**src/rtl/lwd_pkg.sv**
```systemverilog
// Shared types and constants for the link loss watchdog.
// Depends on nothing; every other file in rtl imports it.
package lwd_pkg;

    // Configuration port
    localparam int CFG_DATA_W = 8;
    localparam int CFG_ADDR_W = 2;

    // Register indexes
    localparam logic [CFG_ADDR_W-1:0] REG_PROBES_PER_BATCH = 2'd0;
    localparam logic [CFG_ADDR_W-1:0] REG_LOSS_THRESHOLD   = 2'd1;
    localparam logic [CFG_ADDR_W-1:0] REG_FAIL_LIMIT       = 2'd2;

    // Register reset values
    localparam logic [CFG_DATA_W-1:0] PROBES_PER_BATCH_RST = 8'd1;
    localparam logic [CFG_DATA_W-1:0] LOSS_THRESHOLD_RST   = 8'd1;
    localparam logic [CFG_DATA_W-1:0] FAIL_LIMIT_RST       = 8'd5;

    // Streak counter width default
    localparam int COUNTER_BITS_DEF = 8;

    // Result field widths
    localparam int STREAK_OUT_W = 8;
    localparam int EVENT_W      = 2;

    // Alarm event codes
    localparam logic [EVENT_W-1:0] EVT_NONE    = 2'd0;
    localparam logic [EVENT_W-1:0] EVT_FAIL    = 2'd1;
    localparam logic [EVENT_W-1:0] EVT_RESTORE = 2'd2;

    // Alarm state, one-hot
    typedef enum logic [2:0] {
        ALARM_GOOD    = 3'b001,
        ALARM_BAD     = 3'b010,
        ALARM_UNKNOWN = 3'b100
    } alarm_state_t;

    // Batch outcome handed from the batch counter to the alarm logic
    typedef struct packed {
        logic ended;
        logic failed;
    } batch_result_t;

endpackage

```
**src/rtl/lwd_batch.sv**
```systemverilog
// Batch counter: tracks probe position and losses in the current batch
// and decides batch end and batch failure. Depends on lwd_pkg.
module lwd_batch (
    input  logic                          clk,
    input  logic                          rst_n,
    input  logic                          advance,
    input  logic                          probe_lost,
    input  logic [lwd_pkg::CFG_DATA_W-1:0] probes_per_batch,
    input  logic [lwd_pkg::CFG_DATA_W-1:0] loss_threshold,
    output lwd_pkg::batch_result_t         result
);
    import lwd_pkg::*;

    logic [CFG_DATA_W-1:0] probe_index_reg;
    logic [CFG_DATA_W-1:0] probe_index_next;
    logic [CFG_DATA_W-1:0] batch_losses_reg;
    logic [CFG_DATA_W-1:0] batch_losses_next;
    logic [CFG_DATA_W-1:0] size;
    logic [CFG_DATA_W-1:0] thr;
    logic [CFG_DATA_W-1:0] losses_upd;
    logic [CFG_DATA_W:0]   index_inc;

    // Clamp batch size and threshold
    assign size = (probes_per_batch == '0) ? CFG_DATA_W'(1) : probes_per_batch;
    assign thr  = (loss_threshold > size) ? size : loss_threshold;

    // Count losses, saturating
    assign losses_upd = (probe_lost && (batch_losses_reg != '1))
                        ? batch_losses_reg + CFG_DATA_W'(1) : batch_losses_reg;

    // Detect batch end and failure
    assign index_inc     = {1'b0, probe_index_reg} + (CFG_DATA_W+1)'(1);
    assign result.ended  = (index_inc >= {1'b0, size});
    assign result.failed = result.ended && (losses_upd >= thr);

    // Advance position, restart at batch end
    always_comb
    begin
        if (result.ended)
        begin
            probe_index_next  = '0;
            batch_losses_next = '0;
        end
        else
        begin
            probe_index_next  = index_inc[CFG_DATA_W-1:0];
            batch_losses_next = losses_upd;
        end
    end

    always_ff @(posedge clk or negedge rst_n)
    begin
        if (!rst_n)
        begin
            probe_index_reg  <= '0;
            batch_losses_reg <= '0;
        end
        else if (advance)
        begin
            probe_index_reg  <= probe_index_next;
            batch_losses_reg <= batch_losses_next;
        end
    end

endmodule

```
**src/rtl/lwd_alarm.sv**
```systemverilog
// Alarm logic: failed-batch streak and the good/bad alarm state with
// its failure and restore events. Depends on lwd_pkg.
module lwd_alarm #(
    parameter int COUNTER_BITS = lwd_pkg::COUNTER_BITS_DEF
) (
    input  logic                            clk,
    input  logic                            rst_n,
    input  logic                            advance,
    input  lwd_pkg::batch_result_t          result,
    input  logic [lwd_pkg::CFG_DATA_W-1:0]  fail_limit,
    output logic [lwd_pkg::EVENT_W-1:0]     alarm_event,
    output logic [lwd_pkg::STREAK_OUT_W-1:0] fail_streak
);
    import lwd_pkg::*;

    localparam int CMP_W = (COUNTER_BITS > CFG_DATA_W) ? COUNTER_BITS : CFG_DATA_W;

    logic [COUNTER_BITS-1:0] streak_reg;
    logic [COUNTER_BITS-1:0] streak_next;
    alarm_state_t            alarm_state_reg;
    alarm_state_t            alarm_state_next;
    logic [CMP_W-1:0]        streak_ext;

    // Extend streak on failure, clear on a good batch
    always_comb
    begin
        streak_next = streak_reg;
        if (result.ended)
        begin
            if (!result.failed)
                streak_next = '0;
            else if (streak_reg != '1)
                streak_next = streak_reg + COUNTER_BITS'(1);
        end
    end

    assign streak_ext = CMP_W'(streak_next);

    // Announce failure or restore once per transition
    always_comb
    begin
        alarm_event      = EVT_NONE;
        alarm_state_next = alarm_state_reg;
        if (result.ended)
        begin
            if ((streak_ext > CMP_W'(fail_limit)) && (alarm_state_reg != ALARM_BAD))
            begin
                alarm_event      = EVT_FAIL;
                alarm_state_next = ALARM_BAD;
            end
            if ((streak_next == '0) && (alarm_state_reg != ALARM_GOOD))
            begin
                alarm_event      = EVT_RESTORE;
                alarm_state_next = ALARM_GOOD;
            end
        end
    end

    // Show the streak saturated to the field width
    assign fail_streak = (streak_ext > CMP_W'({STREAK_OUT_W{1'b1}}))
                         ? {STREAK_OUT_W{1'b1}} : streak_ext[STREAK_OUT_W-1:0];

    always_ff @(posedge clk or negedge rst_n)
    begin
        if (!rst_n)
        begin
            streak_reg      <= '0;
            alarm_state_reg <= ALARM_UNKNOWN;
        end
        else if (advance)
        begin
            streak_reg      <= streak_next;
            alarm_state_reg <= alarm_state_next;
        end
    end

endmodule

```
**src/rtl/link_loss_watchdog_unit.sv**
```systemverilog
// Link loss watchdog top level: config registers, input register,
// result register. Depends on lwd_pkg, lwd_batch and lwd_alarm.
//
//   channel | handshake          | payload
//   --------+--------------------+-----------------------------------------------
//   in      | in_valid/in_ready  | probe_lost
//   out     | out_valid/out_ready| alarm_event, batch_end, batch_failed, fail_streak
//   cfg     | cfg_we             | cfg_addr, cfg_data
//
// An item waits in the input register until the result register is free
// or being taken, and then moves to the result register, which presents
// its result. One item per cycle is sustained while results are taken;
// batch and alarm state update as an item leaves the input register.
// Reset clears control state and sets the alarm state to unknown. A
// stalled result holds the input register, and the input side stalls only
// when both registers are full and the result is not being taken.
module link_loss_watchdog_unit #(
    parameter int COUNTER_BITS = lwd_pkg::COUNTER_BITS_DEF
) (
    input  logic                             clk,
    input  logic                             rst_n,
    input  logic                             in_valid,
    output logic                             in_ready,
    input  logic                             probe_lost,
    output logic                             out_valid,
    input  logic                             out_ready,
    output logic [lwd_pkg::EVENT_W-1:0]      alarm_event,
    output logic                             batch_end,
    output logic                             batch_failed,
    output logic [lwd_pkg::STREAK_OUT_W-1:0] fail_streak,
    input  logic                             cfg_we,
    input  logic [lwd_pkg::CFG_ADDR_W-1:0]   cfg_addr,
    input  logic [lwd_pkg::CFG_DATA_W-1:0]   cfg_data
);
    import lwd_pkg::*;

    logic [CFG_DATA_W-1:0]   probes_per_batch_reg;
    logic [CFG_DATA_W-1:0]   loss_threshold_reg;
    logic [CFG_DATA_W-1:0]   fail_limit_reg;

    logic                    in_valid_reg;
    logic                    probe_lost_reg;
    logic                    out_valid_reg;
    logic [EVENT_W-1:0]      alarm_event_reg;
    logic                    batch_end_reg;
    logic                    batch_failed_reg;
    logic [STREAK_OUT_W-1:0] fail_streak_reg;

    logic                    advance;
    batch_result_t           result;
    logic [EVENT_W-1:0]      event_next;
    logic [STREAK_OUT_W-1:0] streak_next;

    // Move an item to the result register when it is free or being taken
    assign advance  = in_valid_reg && (!out_valid_reg || out_ready);
    assign in_ready = !in_valid_reg || advance;

    // Write config registers
    always_ff @(posedge clk or negedge rst_n)
    begin
        if (!rst_n)
        begin
            probes_per_batch_reg <= PROBES_PER_BATCH_RST;
            loss_threshold_reg   <= LOSS_THRESHOLD_RST;
            fail_limit_reg       <= FAIL_LIMIT_RST;
        end
        else if (cfg_we)
        begin
            case (cfg_addr)
                REG_PROBES_PER_BATCH: probes_per_batch_reg <= cfg_data;
                REG_LOSS_THRESHOLD:   loss_threshold_reg   <= cfg_data;
                REG_FAIL_LIMIT:       fail_limit_reg       <= cfg_data;
                default:              ;
            endcase
        end
    end

    lwd_batch u_batch (
        .clk              (clk),
        .rst_n            (rst_n),
        .advance          (advance),
        .probe_lost       (probe_lost_reg),
        .probes_per_batch (probes_per_batch_reg),
        .loss_threshold   (loss_threshold_reg),
        .result           (result)
    );

    lwd_alarm #(
        .COUNTER_BITS (COUNTER_BITS)
    ) u_alarm (
        .clk         (clk),
        .rst_n       (rst_n),
        .advance     (advance),
        .result      (result),
        .fail_limit  (fail_limit_reg),
        .alarm_event (event_next),
        .fail_streak (streak_next)
    );

    // Track valid flags of both registers
    always_ff @(posedge clk or negedge rst_n)
    begin
        if (!rst_n)
        begin
            in_valid_reg  <= 1'b0;
            out_valid_reg <= 1'b0;
        end
        else
        begin
            if (in_ready)
                in_valid_reg <= in_valid;
            if (advance)
                out_valid_reg <= 1'b1;
            else if (out_ready)
                out_valid_reg <= 1'b0;
        end
    end

    // Hold payloads
    always_ff @(posedge clk)
    begin
        if (in_valid && in_ready)
            probe_lost_reg <= probe_lost;
        if (advance)
        begin
            alarm_event_reg  <= event_next;
            batch_end_reg    <= result.ended;
            batch_failed_reg <= result.failed;
            fail_streak_reg  <= streak_next;
        end
    end

    assign out_valid    = out_valid_reg;
    assign alarm_event  = alarm_event_reg;
    assign batch_end    = batch_end_reg;
    assign batch_failed = batch_failed_reg;
    assign fail_streak  = fail_streak_reg;

endmodule

```
**config.mk**
```make
export PLATFORM = sky130hd
export DESIGN_NAME = link_loss_watchdog_unit
export DESIGN_NICKNAME = d
export VERILOG_FILES = /design/src/rtl/lwd_pkg.sv /design/src/rtl/lwd_batch.sv /design/src/rtl/lwd_alarm.sv /design/src/rtl/link_loss_watchdog_unit.sv
export SDC_FILE = /design/constraint.sdc
export NUM_CORES = 1
export LEC_CHECK = 0
export ABC_AREA = 1
export BUFFER_PORTS_ARGS = -buffer_cell sky130_fd_sc_hd__buf_2
export CAP_MARGIN = 20
export CORE_UTILIZATION = 35
export CTS_CLUSTER_DIAMETER = 60
export DETAILED_ROUTE_END_ITERATION = 12
export GPL_ROUTABILITY_DRIVEN = 0
export GPL_TIMING_DRIVEN = 0
export PLACE_DENSITY = 0.5
export RECOVER_POWER = 50
export SLEW_MARGIN = 5
export SYNTH_ARGS = -nofsm -noshare
export SYNTH_HDL_FRONTEND = slang
export SYNTH_SLANG_ARGS = --single-unit
```
**constraint.sdc**
```tcl
create_clock -name clk -period 5.9 [get_ports clk]
set_input_delay 1.18 -clock clk [delete_from_list [all_inputs] [get_ports clk]]
set_output_delay 1.18 -clock clk [all_outputs]
set_load 0.02 [all_outputs]
```
; Word level (Yosys, flattened, before mapping)
; Index checks and enable logic that the tools add are counted.
[totals]
reg_bits = 66
in_bits = 16
out_inout_bits = 14
elab_cells = 64
[op_classes]
n_addsub = 3
n_lt_le_gt_ge = 5
n_eq_ne = 6
muxes = 14
n_bitwise = 1
n_reduce_logical = 20
[op_table]
columns = cell, count
row1 = $mux W8, 8
row2 = $add A8 B1 Y8 const B, 2
row3 = $gt A8 B8 Y1, 2
row4 = $logic_not A8 Y1, 2
row5 = $ne A8 B8 Y1 const B, 2
row6 = $add A8 B1 Y9 const B, 1
row7 = $ge A9 B8 Y1, 1
row8 = $ge A8 B8 Y1, 1
row9 = $gt A8 B8 Y1 const B, 1
row10 = $logic_and A1 B1 Y1, 6
row11 = $mux W3, 2
row12 = $reduce_and A2 Y1, 3
row13 = $reduce_bool A2 Y1, 2
row14 = $mux W1, 3
row15 = $ne A3 B1 Y1 const B, 1
row16 = $ne A3 B2 Y1 const B, 1
row17 = $reduce_and A3 Y1, 1
row18 = $eq A2 B1 Y1 const B, 1
row19 = $eq A2 B2 Y1 const B, 1
row20 = $logic_not A1 Y1, 2
row21 = $logic_not A2 Y1, 1
row22 = $logic_or A1 B1 Y1, 2
row23 = $mux W2, 1
row24 = $reduce_or A2 Y1, 1
row25 = $not A1 Y1, 1

; Longest topological paths before layout
[logic_depth]
ltp_word = 12
mapped_depth = 35
mapped_depth_nobuf = 35

; Modules after synthesis
; A second synthesis with hierarchy kept.
[hier_totals]
hier_cells = 602
area_unflattened_um2 = 4559.4
[modules_own_cells]
columns = mod, n_inst, cells_per_inst, area_each_um2, seq_area_each_um2
row1 = lwd_batch, 1, 313, 1916.8, 400.4
row2 = link_loss_watchdog_unit, 1, 131, 1529.0, 1046.0
row3 = lwd_alarm, 1, 158, 1113.6, 276.5

; Worst setup path after synthesis
; OpenSTA, ideal clock, no wires.
[synth_timing]
kind = reg-to-reg
startpoint = register probes_per_batch_reg[6]
endpoint = register alarm_event_reg[0] (netlist: alarm_event[0]), data pin
setup_ns = 0.266
arrival_ns = 3.946
required_time_ns = 5.634
path_slack_ns = 1.689
stages_incl_launch_ff = 30
n_path_buf = 1
period_less_slack_ns = 4.211
path_cell_list = dfrtp_1 nor4_1 a41o_1 ha_1 inv_1 a21oi_1 o21ai_0 nand2_1 o211ai_1 o21ai_1 clkbuf_1 a21oi_1 ha_1 nand2_1 inv_2 nand3_1 nor3_1 nor2_4 inv_1 nand2_2 o22ai_2 ha_1 a21oi_1 o21ai_0 nand2_1 o211ai_1 nand3_1 inv_1 nand2_1 nor2_1
[synth_between]
elab_chain_cells = 11
elab_cells_between_ends = 16
cone_classes = order compare (4) / mux (5) / bitwise (1) / reduce/logical (6)
[synth_lines]
columns = item, line_no
row1 = from (decl), link_loss_watchdog_unit.sv:37  ; logic [CFG_DATA_W-1:0] probes_per_batch_reg;
row2 = from (signal assigned), link_loss_watchdog_unit.sv:70  ; REG_PROBES_PER_BATCH: probes_per_batch_reg <= cfg_data;
row3 = $logic_not A8 Y1, lwd_batch.sv:24  ; assign size = (probes_per_batch == '0) ? CFG_DATA_W'(1) : probes_per_batch;
row4 = $mux W8 (*), lwd_batch.sv:24
row5 = $gt A8 B8 Y1, lwd_batch.sv:25  ; assign thr = (loss_threshold > size) ? size : loss_threshold;
row6 = $mux W8, lwd_batch.sv:25
row7 = $ge A8 B8 Y1, lwd_batch.sv:34  ; assign result.failed = result.ended && (losses_upd >= thr);
row8 = $logic_and A1 B1 Y1, lwd_batch.sv:34
row9 = $mux W8, lwd_alarm.sv:30  ; if (!result.failed)
row10 = $mux W8 (*), lwd_alarm.sv:28  ; if (result.ended)
row11 = net u_alarm.streak_ext[1], lwd_alarm.sv:22  ; logic [CMP_W-1:0] streak_ext;
row12 = $gt A8 B8 Y1 / $logic_not A8 Y1 (equally long branches), "lwd_alarm.sv:46, lwd_alarm.sv:51"
row13 = "$logic_and A1 B1 Y1, on equally long branches", "lwd_alarm.sv:46, lwd_alarm.sv:51"
row14 = $mux W1 / $reduce_or A2 Y1 (equally long branches), --
row15 = to (signal assigned), link_loss_watchdog_unit.sv:126  ; alarm_event_reg <= event_next;
row16 = to (decl), link_loss_watchdog_unit.sv:44  ; logic [EVENT_W-1:0] alarm_event_reg;
; The timed path passes the listed nets; every way through them passes the cells marked *.
; A chain may end at the register's enable or synchronous reset.

; Worst setup path after layout
; Ends and elaborated chain as after synthesis.

==> impl_metrics.toml <==
[clocking]
cts-hold-fix-buffers = 0
clkLatencyLatePin_ns = 0.33
cts_num_sinks = 66
clkTransAtPathRegs_ns = 0.05
post_cts_buffers = 0
cts_max_level = 3
tritoncts = "built"
cts_root_buffer = "clkbuf_16"
cts_resized = 0
numCtsBuffers = 9
clk_path_buf_depth = 2

[logic_synthesis]
yosys.area.top_type = "dfrtp_1"
synth_top_family_by_area = "simple AND/OR/NAND/NOR gates"
ys_seq_area_share_pct = 43.0
synthTopCellsByArea = "dfrtp_1, ha_1, edfxtp_1"
netlist_area_um2 = 4000
syn_area_per_cell_um2 = 8.44
syn_nets = 525
yosys.area_share.simple_pct = 21.4
yosys_warnings = 0
synth_seq_cells = 66
synthXorXnorAreaFrac_pct = 3.50
synth_top_area_share_pct = 30.0
muxShareOfSynthArea_pct = 0
syn-instance-count = 474
yosysUniqueCellTypes = 36
synth_fa_ha_area_share_pct = 10.9
synth_compound_area_share_pct = 12.3

[sta]
drv_slew = 38
finalHoldViolCount = 0
setup_slack_ns = 1.01
tightest_slew_ns = 2.02
clock.fmax_mhz = 205
fin_crit_ns = 4.89
rsz0062_at_grt = "no"
slew_headroom_pct = -34.4
fin_worst_skew_ns = 0.00506
post-route-period-util_pct = 82.9
tns_ns = 0
setup_viol = 0

[floorplan]
start_util_pct = 36.4
ioPinCount = 30
rows = 38
die_w_um = 109
die_h_um = 109
coreArea_um2 = 11000
dieArea_um2 = 11900

[finish]
layout_commonest_cell = "nand2_1"
final_core_util_pct = 42.3
layout-drive-gt1-share_pct = 15.7
fin_nets = 567
final_area_um2 = 4640
antenna_cells = 0
final_cell_mix = "nand2_1, inv_1, dfrtp_1, o21ai_0, ha_1"
area.growth.synth_to_final_pct = 16.0
n_fill_cell = 1091

[drt]
antenna_left = 0
vias_per_cell = 4.75
vias = 3137
wl_per_cell_um = 13.8
totalWireLength_um = 9150
drt_pass1_iterations = 4
drc = 0
drt-initial-drc-count = 170

[run_status]
run_status = "complete, but fails checks"
violations = "max-capacitance violations, max-slew violations"

[setup_path]
reg2reg_slack_ns = 1.01
crit_top_cell = "nand2_1"
ff2ff_path_depth = 29
critical-path-max-stage-delay_ns = 0.41
cp-end-kind = "register"
path_class = "register to register"
crit_arrival_ns = 4.96
critPathRequiredTime_ns = 5.97
crit_buf_inv = 5
r2r-end = "alarm_event[0]$_SDFFCE_PP0P_"
r2r_start = "probes_per_batch_reg[6]$_DFFE_PN0P_"
cp_max_fo = 10
startpoint_type = "register"
cp_slowest_cell = "dfrtp_1"
critPathTopFamily = "compound AO/OA/AOI/OAI gates"

[placement]
hpwl_um = 6910
placed_cell_area_um2 = 4340
port_buffers = 29
pre_cts_ws_ns = 0.944

[power]
p_leak_nw = 2.33
ir_drop_v = 0.000234
p_per_area_nw_per_um2 = 508

[global_routing]
grt_remaining_overflow = 0
grt_max_degree = 38
grt_pass1_vias = 3106
grt_pass1_wl_um = 15500
antenna_found_initial = 0
grt_usage_pct = 17.4

[min_path]
hold_class = "register to register"
holdPathEnd = "fail_limit_reg[4]$_DFFE_PN0P_"
holdPathStages = 2
hold_path_startpoint = "fail_limit_reg[4]$_DFFE_PN0P_"

[job]
maxCapViolCount = 1
==> area by class of cell <==
cell class / count / area (µm²) / area share [%]
Multi-Input combinational cell: 319 / 1930 / 41.5
Sequential cell: 66 / 1720 / 37.1
Inverter: 79 / 298 / 6.41
Clock buffer: 11 / 253 / 5.44
Tap cell: 140 / 175 / 3.77
Timing Repair Buffer: 31 / 161 / 3.48
Buffer: 10 / 55.1 / 1.19
Clock inverter: 5 / 52.6 / 1.13
==> worst max-delay path by stage <==
| stage | from | to | slack (ns) | cells after the start |
|---|---|---|---|---|
| final | probes_per_batch_reg[6]$_DFFE_PN0P_ | alarm_event[0]$_SDFFCE_PP0P_ | 1.01 | 29 |
| after global routing | probes_per_batch_reg[6]$_DFFE_PN0P_ | alarm_event[0]$_SDFFCE_PP0P_ | 0.47 | 29 |
| after CTS | probes_per_batch_reg[6]$_DFFE_PN0P_ | alarm_event[0]$_SDFFCE_PP0P_ | 0.94 | 29 |
| after detailed placement | probes_per_batch_reg[6]$_DFFE_PN0P_ | alarm_event[0]$_SDFFCE_PP0P_ | 0.94 | 29 |
| after global placement | probes_per_batch_reg[6]$_DFFE_PN0P_ | alarm_event[0]$_SDFFCE_PP0P_ | 1.06 | 29 |
| after floorplan | probes_per_batch_reg[6]$_DFFE_PN0P_ | alarm_event[0]$_SDFFCE_PP0P_ | 1.69 | 29 |
==> cell families after synthesis <==
group                    after synthesis
AND/OR/NAND/NOR                      181
flip-flops                            66
buffers and inverters                 89
AO/OA/AOI/OAI                         87
XOR/XNOR                              16
adder cells (fa/ha/maj)               35
==> worst register-to-register path: cells and delay by family (launching register included) <==
family,cells,cell delay [ns]
DFF,1,0.41
buffers and inverters,5,0.64
adders and majority gates,3,0.80
and+or+nand+nor,11,1.23
AOI/OAI and AO/OA,10,1.54
==> cells in the mapped netlist <==
cell	count
o21ai_1	6
o22ai_2	1
nand2_4	1
nor3_1	5
nor2_1	20
dfstp_2	5
nand2_2	10
nand3_4	1
nor4_1	1
dfrtp_1	48
a41o_1	1
a31oi_4	1
a21oi_1	23
xor2_1	16
o21a_1	1
o211ai_1	2
inv_1	76
buf_2	1
o21ai_0	43
nand2_1	99
nor3_4	1
edfxtp_1	13
nor2_2	2
nand4_1	3
o21ai_2	3
a21boi_1	1
nor2_4	4
clkbuf_1	8
nand3b_1	2
nand3_1	28
clkinv_2	1
ha_1	35
o22ai_1	5
buf_12	1
nand3_2	4
inv_2	2
==> through the flow <==
step,instances,power (mW),hold slack (ns)
floorplan,474,1.54,0.441
global placement,643,1.80,0.464
detailed placement,644,1.82,0.470
CTS,660,2.38,0.488
global route,661,2.58,0.505
finish,661,2.36,0.484
==> per-layer routing <==
metal	share of wire (%)	vias up	global-route usage (%)
li1	-	1633	-
met1	51	1453	24.0
met2	45	43	26.9
met3	2.8	8	4.00
met4	1.1	0	5.69
met5	0	-	0
==> report_power, final <==
part | switching (mW) | internal, mW | total [mW]
Combinational | 0.718 | 0.390 | 1.11
Sequential | 0.0921 | 0.613 | 0.705
Clock | 0.199 | 0.348 | 0.547
No activity file was read; power rests on OpenSTA's default activity.
